<file path="src/rtl/tpts_pkg.sv">
`timescale 1ns / 1ps

package tpts_pkg;

    localparam int TASKS_PER_CONTEXT = 8;
    localparam int SLOTS = 2 * TASKS_PER_CONTEXT;
    localparam int SLOT_W = $clog2(SLOTS);
    localparam int IDX_W = (TASKS_PER_CONTEXT > 1) ? $clog2(TASKS_PER_CONTEXT) : 1;
    localparam logic [IDX_W-1:0] LAST_IDX = IDX_W'(TASKS_PER_CONTEXT - 1);
    localparam logic [7:0] AGE_MAX = 8'hFF;

    localparam logic MODE_ADD = 1'b0;
    localparam logic MODE_TICK = 1'b1;

    typedef enum logic [1:0] {
        KIND_STEP = 2'd0,
        KIND_ACCEPT = 2'd1,
        KIND_REJECT = 2'd2
    } kind_t;

    typedef struct packed {
        logic [7:0] pri;
        logic [7:0] age;
    } key_t;

    function automatic logic [SLOT_W-1:0] slot_of(input logic ctx, input logic [IDX_W-1:0] idx);
        logic [SLOT_W-1:0] base;
        base = ctx ? SLOT_W'(TASKS_PER_CONTEXT) : '0;
        return base + SLOT_W'(idx);
    endfunction

endpackage

</file>
<file path="src/rtl/tpts_cmp.sv">
`timescale 1ns / 1ps

module tpts_cmp (
    input  logic              cand_valid,
    input  tpts_pkg::key_t    cand,
    input  logic              best_found,
    input  tpts_pkg::key_t    best,
    output logic              take
);

    // An older task wins a priority tie; an equal key keeps the earlier slot.
    assign take = cand_valid &&
                  (!best_found ||
                   (cand.pri > best.pri) ||
                   ((cand.pri == best.pri) && (cand.age > best.age)));

endmodule

</file>
<file path="src/rtl/two_context_priority_task_scheduler.sv">
`timescale 1ns / 1ps

// Two contexts of task slots served highest priority first, oldest task on a tie. An add word
// is accepted in the idle state, then placed and its report loaded in the add state. A tick word
// is accepted in the idle state, then walks all slots of both contexts through one shared
// priority comparator, one slot per cycle, for 2*TASKS_PER_CONTEXT slots (16 at the
// default size), then through one step state for each context, in which the step report of
// that context is loaded if it holds a task. The input is ready only when no word is in
// progress; a report may still wait in the output register meanwhile, and a stall on the
// output holds the sequencer in the add and step states while it has a report to load.
module two_context_priority_task_scheduler (
    input  logic        clk,
    input  logic        rst_n,
    input  logic        in_valid,
    output logic        in_ready,
    input  logic        mode,
    input  logic        context_req,
    input  logic [15:0] task_value,
    input  logic [7:0]  task_priority,
    input  logic [7:0]  task_steps,
    output logic        out_valid,
    input  logic        out_ready,
    output logic [1:0]  kind,
    output logic        which_context,
    output logic [15:0] out_value,
    output logic [7:0]  out_priority,
    output logic [7:0]  step_number,
    output logic [7:0]  total_steps,
    output logic        finished,
    output logic [31:0] square,
    output logic        last
);

    localparam int SLOTS = tpts_pkg::SLOTS;
    localparam int TASKS = tpts_pkg::TASKS_PER_CONTEXT;
    localparam int SLOT_W = tpts_pkg::SLOT_W;
    localparam int IDX_W = tpts_pkg::IDX_W;

    typedef enum logic [2:0] {
        S_IDLE,
        S_ADD,
        S_SCAN,
        S_STEP0,
        S_STEP1
    } state_t;

    state_t state_reg;

    logic              valid_reg [SLOTS];
    logic [15:0]       value_reg [SLOTS];
    logic [7:0]        pri_reg   [SLOTS];
    logic [7:0]        total_reg [SLOTS];
    logic [7:0]        done_reg  [SLOTS];
    logic [7:0]        age_reg   [SLOTS];

    logic              it_ctx_reg;
    logic [15:0]       it_value_reg;
    logic [7:0]        it_pri_reg;
    logic [7:0]        it_steps_reg;

    logic              scan_ctx_reg;
    logic [IDX_W-1:0]  scan_idx_reg;
    logic              best_found_reg;
    logic [IDX_W-1:0]  best_idx_reg;
    tpts_pkg::key_t    best_key_reg;
    logic              found0_reg;
    logic [IDX_W-1:0]  slot0_reg;
    logic              found1_reg;
    logic [IDX_W-1:0]  slot1_reg;

    logic              out_valid_reg;
    tpts_pkg::kind_t   kind_reg;
    logic              ctx_out_reg;
    logic [15:0]       value_out_reg;
    logic [7:0]        pri_out_reg;
    logic [7:0]        stepn_out_reg;
    logic [7:0]        total_out_reg;
    logic              fin_out_reg;
    logic [31:0]       square_out_reg;
    logic              last_out_reg;

    logic              can_load;
    logic              in_go;
    logic [SLOT_W-1:0] rd_slot;
    tpts_pkg::key_t    cand_key;
    logic              take;
    logic              nb_found;
    logic [IDX_W-1:0]  nb_idx;
    tpts_pkg::key_t    nb_key;
    logic [7:0]        done_next;
    logic              fin_next;
    logic [31:0]       square_next;
    logic              free_found;
    logic [IDX_W-1:0]  free_idx;
    logic [SLOT_W-1:0] free_slot;
    logic              add_go;
    logic              step_go;
    logic              out_load;

    assign can_load = !out_valid_reg || out_ready;
    assign in_ready = (state_reg == S_IDLE);
    assign in_go = in_valid && in_ready;

    always_comb
    begin
        case (state_reg)
            S_STEP0: rd_slot = tpts_pkg::slot_of(1'b0, slot0_reg);
            S_STEP1: rd_slot = tpts_pkg::slot_of(1'b1, slot1_reg);
            default: rd_slot = tpts_pkg::slot_of(scan_ctx_reg, scan_idx_reg);
        endcase
    end

    assign cand_key.pri = pri_reg[rd_slot];
    assign cand_key.age = age_reg[rd_slot];

    tpts_cmp u_cmp (
        .cand_valid (valid_reg[rd_slot]),
        .cand       (cand_key),
        .best_found (best_found_reg),
        .best       (best_key_reg),
        .take       (take)
    );

    assign nb_found = best_found_reg || take;
    assign nb_idx = take ? scan_idx_reg : best_idx_reg;
    assign nb_key = take ? cand_key : best_key_reg;

    assign done_next = done_reg[rd_slot] + 8'd1;
    assign fin_next = (done_next >= total_reg[rd_slot]);
    assign square_next = 32'(value_reg[rd_slot]) * 32'(value_reg[rd_slot]);

    always_comb
    begin
        free_found = 1'b0;
        free_idx = '0;
        for (int i = TASKS - 1; i >= 0; i--)
        begin
            if (!valid_reg[tpts_pkg::slot_of(it_ctx_reg, IDX_W'(i))])
            begin
                free_found = 1'b1;
                free_idx = IDX_W'(i);
            end
        end
    end

    assign free_slot = tpts_pkg::slot_of(it_ctx_reg, free_idx);
    assign add_go = (state_reg == S_ADD) && can_load && free_found;
    assign step_go = can_load &&
                     (((state_reg == S_STEP0) && found0_reg) ||
                      ((state_reg == S_STEP1) && found1_reg));
    assign out_load = ((state_reg == S_ADD) && can_load) || step_go;

    always_ff @(posedge clk or negedge rst_n)
    begin
        if (!rst_n)
        begin
            state_reg <= S_IDLE;
            for (int s = 0; s < SLOTS; s++)
            begin
                valid_reg[s] <= 1'b0;
            end
            it_ctx_reg <= 1'b0;
            it_value_reg <= '0;
            it_pri_reg <= '0;
            it_steps_reg <= '0;
            scan_ctx_reg <= 1'b0;
            scan_idx_reg <= '0;
            best_found_reg <= 1'b0;
            best_idx_reg <= '0;
            best_key_reg <= '0;
            found0_reg <= 1'b0;
            slot0_reg <= '0;
            found1_reg <= 1'b0;
            slot1_reg <= '0;
            out_valid_reg <= 1'b0;
            kind_reg <= tpts_pkg::KIND_STEP;
            ctx_out_reg <= 1'b0;
            value_out_reg <= '0;
            pri_out_reg <= '0;
            stepn_out_reg <= '0;
            total_out_reg <= '0;
            fin_out_reg <= 1'b0;
            square_out_reg <= '0;
            last_out_reg <= 1'b0;
        end
        else
        begin
            if (out_valid_reg && out_ready && !out_load)
            begin
                out_valid_reg <= 1'b0;
            end
            case (state_reg)
                S_IDLE:
                begin
                    if (in_go)
                    begin
                        it_ctx_reg <= context_req;
                        it_value_reg <= task_value;
                        it_pri_reg <= task_priority;
                        it_steps_reg <= (task_steps == 8'd0) ? 8'd1 : task_steps;
                        scan_ctx_reg <= 1'b0;
                        scan_idx_reg <= '0;
                        best_found_reg <= 1'b0;
                        state_reg <= (mode == tpts_pkg::MODE_TICK) ? S_SCAN : S_ADD;
                    end
                end
                S_ADD:
                begin
                    if (can_load)
                    begin
                        out_valid_reg <= 1'b1;
                        kind_reg <= free_found ? tpts_pkg::KIND_ACCEPT : tpts_pkg::KIND_REJECT;
                        ctx_out_reg <= it_ctx_reg;
                        value_out_reg <= it_value_reg;
                        pri_out_reg <= it_pri_reg;
                        stepn_out_reg <= '0;
                        total_out_reg <= it_steps_reg;
                        fin_out_reg <= 1'b0;
                        square_out_reg <= '0;
                        last_out_reg <= 1'b1;
                        if (free_found)
                        begin
                            valid_reg[free_slot] <= 1'b1;
                        end
                        state_reg <= S_IDLE;
                    end
                end
                S_SCAN:
                begin
                    if (scan_idx_reg == tpts_pkg::LAST_IDX)
                    begin
                        best_found_reg <= 1'b0;
                        scan_idx_reg <= '0;
                        scan_ctx_reg <= 1'b1;
                        if (scan_ctx_reg)
                        begin
                            found1_reg <= nb_found;
                            slot1_reg <= nb_idx;
                            state_reg <= S_STEP0;
                        end
                        else
                        begin
                            found0_reg <= nb_found;
                            slot0_reg <= nb_idx;
                        end
                    end
                    else
                    begin
                        best_found_reg <= nb_found;
                        best_idx_reg <= nb_idx;
                        best_key_reg <= nb_key;
                        scan_idx_reg <= scan_idx_reg + IDX_W'(1);
                    end
                end
                S_STEP0, S_STEP1:
                begin
                    if (step_go)
                    begin
                        out_valid_reg <= 1'b1;
                        kind_reg <= tpts_pkg::KIND_STEP;
                        ctx_out_reg <= (state_reg == S_STEP1);
                        value_out_reg <= value_reg[rd_slot];
                        pri_out_reg <= pri_reg[rd_slot];
                        stepn_out_reg <= done_next;
                        total_out_reg <= total_reg[rd_slot];
                        fin_out_reg <= fin_next;
                        square_out_reg <= fin_next ? square_next : '0;
                        last_out_reg <= (state_reg == S_STEP1) || !found1_reg;
                        if (fin_next)
                        begin
                            valid_reg[rd_slot] <= 1'b0;
                        end
                    end
                    if (step_go || ((state_reg == S_STEP0) && !found0_reg) ||
                        ((state_reg == S_STEP1) && !found1_reg))
                    begin
                        state_reg <= (state_reg == S_STEP0) ? S_STEP1 : S_IDLE;
                    end
                end
                default:
                begin
                    state_reg <= S_IDLE;
                end
            endcase
        end
    end

    always_ff @(posedge clk)
    begin
        if (add_go)
        begin
            for (int i = 0; i < TASKS; i++)
            begin
                if (valid_reg[tpts_pkg::slot_of(it_ctx_reg, IDX_W'(i))] &&
                    (age_reg[tpts_pkg::slot_of(it_ctx_reg, IDX_W'(i))] != tpts_pkg::AGE_MAX))
                begin
                    age_reg[tpts_pkg::slot_of(it_ctx_reg, IDX_W'(i))] <=
                        age_reg[tpts_pkg::slot_of(it_ctx_reg, IDX_W'(i))] + 8'd1;
                end
            end
            value_reg[free_slot] <= it_value_reg;
            pri_reg[free_slot] <= it_pri_reg;
            total_reg[free_slot] <= it_steps_reg;
            done_reg[free_slot] <= '0;
            age_reg[free_slot] <= '0;
        end
        if (step_go)
        begin
            done_reg[rd_slot] <= done_next;
        end
    end

    assign out_valid = out_valid_reg;
    assign kind = kind_reg;
    assign which_context = ctx_out_reg;
    assign out_value = value_out_reg;
    assign out_priority = pri_out_reg;
    assign step_number = stepn_out_reg;
    assign total_steps = total_out_reg;
    assign finished = fin_out_reg;
    assign square = square_out_reg;
    assign last = last_out_reg;

endmodule

</file>
<file path="config.mk">
export PLATFORM = sky130hd
export DESIGN_NAME = two_context_priority_task_scheduler
export DESIGN_NICKNAME = d
export VERILOG_FILES = /design/src/rtl/tpts_pkg.sv /design/src/rtl/tpts_cmp.sv /design/src/rtl/two_context_priority_task_scheduler.sv
export SDC_FILE = /design/constraint.sdc
export NUM_CORES = 2
export LEC_CHECK = 0
export ABC_AREA = 1
export BUFFER_PORTS_ARGS = -buffer_cell sky130_fd_sc_hd__buf_2
export CORE_ASPECT_RATIO = 1.1
export CORE_MARGIN = 4
export CORE_UTILIZATION = 49
export CTS_CLUSTER_DIAMETER = 40
export DETAILED_ROUTE_END_ITERATION = 6
export PLACE_DENSITY_LB_ADDON = 0.2
export SYNTH_ARGS = -nofsm -noshare
export SYNTH_HDL_FRONTEND = slang
export SYNTH_SLANG_ARGS = --single-unit
</file>
<file path="constraint.sdc">
create_clock -name clk -period 6.6 [get_ports clk]
set_clock_uncertainty 0.1 [all_clocks]
set_input_delay 0.66 -clock clk [delete_from_list [all_inputs] [get_ports clk]]
set_output_delay 0.66 -clock clk [all_outputs]
set_load 0.02 [all_outputs]
</file>
==> results by group <==
Finish
  – Fill cells: 7,737
  – Area occupied by multi-input gates: 0.0188 mm2
  – Layout area overhead: 21.8%
  – Util after Layout: 0.604
  – Number of diodes: 0
  – Fin nets: 5,476
  – Layout cells sized above 1: 0.194
  – Max reg flops: 256
  – Sequential cell area: about 0.026 mm2

Route
  – Starting DRT DRC Count: 3,243
  – WL final: 136,000 um
  – Routed met1 length: 56,900 um
  – WL/cell: 21.0 um
  – Vias: 35,800
  – Vias per cell: 5.51
  – WL met3: 9870 um
  – Routed Antenna Nets: 0
  – Top layer in use: met5
  – Post-route DRC: 0
  – Drt pass-1 iters: 5
  – Met2 Wirelength: roughly 65,000 um

Floorplanning
  – Row count: 118
  – Die Wd: 303 um
  – I/O Pins: 117
  – Die height: 332 um
  – Initial Utilization: 0.496
  – Die Area: 0.101 mm2
  – CORE AREA: 0.0945 mm2

Critical path
  – Worst EP arrival: 7.80 ns
  – Reg2reg start: state_reg[1]
  – Reg2Reg Setup Slack: -0.72 ns
  – CP bufs+invs: 14
  – Crit-path slowest cell: fa_1
  – CP peak stage delay: about 0.54 ns
  – Worst path top cell family by delay: adder cells
  – Reg-to-Reg End: square[31]
  – CP Max Fanout: 10
  – Startpoint Class: register
  – Reg2Reg Depth: 41
  – CP required: about 7.1 ns
  – Critical Path Sink Type: register
  – WS Path Type: reg -> reg

Timing
  – Sum of negative setup slack: -11.25 ns
  – Tightest Pin Transition: roughly 1.2 ns
  – Max-slew violations: 0
  – Final min period: roughly 7.3 ns
  – RSZ-0062 raised after global routing: true
  – Hold Violations, Final: 0
  – Rel. slew slack: 0.195
  – Hold Worst Slack: approximately 0.047 ns
  – Endpoints failing setup: 21
  – Period utilization: 1.11
  – Fin worst setup slack: -0.724 ns
  – Max frequency: 137 MHz

Flow run
  – Max_cap viols: 0

Min path
  – WHS Path Cells: 3
  – Critical hold path startpoint: task_priority[0]
  – Hold Path Sink: it_pri_reg[0]
  – Hold crit path type: in -> reg

GRT
  – First-pass GRT wire length: 207,000 um
  – Global route overflow: 0
  – Vias in the first global route: 35,200
  – Total track usage: 0.267
  – Largest net degree at the start of global routing: 93
  – Initial antenna violation count: 2

Clock network
  – Longest Clk Path Bufs: 3
  – H-tree Lvls: 3
  – CTS tree: done
  – CTS Buf Count: 115
  – Clock-pin slew on the worst setup and hold paths: 0.06 ns
  – CTS Sinks: slightly above 900
  – Worst skew pair latency: 0.72 ns
  – Clock tree root buffer cell: clkbuf_16

Placed design
  – Dpl hpwl: between 80,000 and 90,000 um
  – Gpl congestion: 0.918
  – Input/output buffers: about 120

Synthesis
  – YS warnings: 0
  – Sequential cell area fraction in the yosys report: 0.551
  – Yosys cell types: 61
  – Most common flop cell mapped by yosys: edfxtp_1
  – Ys async rst share: 0.173
  – EDFF count, synth: 640
  – Number of synthesized register bits: between 900 and 1,000
  – Syn_nets: around 5,000
  – Mapped cell area: between 0.04 and 0.05 mm2
  – Synth Instances: approximately 4,700
  – Synthesized area per cell: approximately 10 um2

Status
  – Status: complete, but fails checks
  – Failing checks: negative setup slack
final cells by class:
type / instances / area share
multi-input combinational: 2951 / 0.330
tap: 1260 / 0.0276
timing repair buffer: 533 / 0.0783
clock buffer: 136 / 0.0536
sequential: 929 / 0.453
inverter: 614 / 0.0409
clock inverter: 84 / 0.0167
placed cells by master (no fill, tap or decap), types with 10 or more instances in the layout:
cell          n
nand2_1    1155
edfxtp_1    640
inv_1       539
buf_4       347
o21ai_0     270
nor2_1      233
dfrtp_1     157
fa_1        154
o22ai_1     129
a22oi_1     129
dfxtp_1     128
clkbuf_16   122
ha_1        117
buf_2       114
a21oi_1     105
nand3_1      98
o21ai_1      98
inv_2        65
xor2_1       46
o211ai_1     45
a211oi_1     43
buf_12       40
nor2_4       34
nand4_1      25
nor2_2       24
nand2_2      24
inv_6        22
o22ai_2      21
buf_6        20
a21oi_2      17
xnor2_1      17
clkinv_1     16
ha_4         15
nand2_4      13
clkbuf_1     13
bufinv_16    13
a31oi_1      12
clkinv_2     12
nor3_1       11
clkinv_4     10
synth_stat cells, drive strengths merged, types with 3 or more instances:
| cell | n | area (um2) |
|---|---|---|
| nand2 | 1195 | 4510 |
| edfxtp | 640 | 19200 |
| inv | 612 | 2300 |
| o21ai | 373 | 1870 |
| nor2 | 292 | 1190 |
| fa | 162 | 3240 |
| dfrtp | 161 | 4030 |
| o22ai | 152 | 951 |
| ha | 132 | 1650 |
| a22oi | 129 | 968 |
| dfxtp | 128 | 2560 |
| a21oi | 127 | 639 |
| buf | 127 | 742 |
| nand3 | 109 | 561 |
| clkbuf | 75 | 283 |
| xor2 | 48 | 420 |
| o211ai | 46 | 350 |
| a211oi | 44 | 330 |
| nand4 | 26 | 169 |
| xnor2 | 23 | 201 |
| nor3 | 19 | 105 |
| or2 | 13 | 81.3 |
| a31oi | 12 | 75.1 |
| a21o | 6 | 45.0 |
| nand3b | 6 | 45.0 |
| nor4 | 6 | 43.8 |
| o21bai | 6 | 45.0 |
| o21a | 4 | 30.0 |
| a221oi | 3 | 26.3 |
| a22o | 3 | 26.3 |
| nor3b | 3 | 22.5 |
cells by family after synthesis:
group | after synthesis | share of synthesized area
XOR/XNOR | 71 | 0.0133
adder cells (fa/ha/maj) | 294 | 0.105
AND/OR/NAND/NOR | 1671 | 0.144
buffers and inverters | 816 | 0.0711
flip-flops | 929 | 0.551
other | 1 | 0.0000801
AO/OA/AOI/OAI | 914 | 0.116
stage by stage:
stage | instance area, um2 | std cells | setup slack [ns]
floorplan | 47300 | 4696 | -0.199
global placement | 51400 | 6203 | -0.542
detailed placement | 51400 | 6203 | -0.650
CTS | 56300 | 6474 | -0.536
global route | 57000 | 6507 | -0.979
finish | 57000 | 6507 | -0.724
worst min-delay path: cells and delay by family:
kind          cells  cell delay, ns
buf+inv           1            0.08
simple gates      2            0.08
how the worst max path moves through the flow:
stage,startpoint,cells past startpoint,slack (ns),end
3_5_place_dp,state_reg[2],36,-0.65,square[30]
4_1_cts,state_reg[0],37,-0.54,square[31]
5_1_grt,state_reg[2],46,-0.98,square[23]
6_report,state_reg[1],41,-0.72,square[31]
2_1_floorplan,state_reg[2],40,-0.20,square[26]
3_3_place_gp,state_reg[2],37,-0.54,square[30]
per-layer routing:
metal	GRT usage	vias to the layer above
met1	0.368	17400
met4	0.0874	2
met2	0.440	1420
met3	0.0366	297
met5	0	-
li1	-	16700
what timing repair did:
item                                    4_1_cts  5_1_grt
gates cloned                                  4        6
setup buffers                                46       28
hold buffers                                  1        0
endpoints found under the setup margin       23       34
hold endpoints to repair                     48        0
resized for setup                           109      103
pin swaps                                    44       42
Power is left out: the tool's default activity adds up to more than one toggle a clock period on the data nets, which glitch-free logic cannot reach.
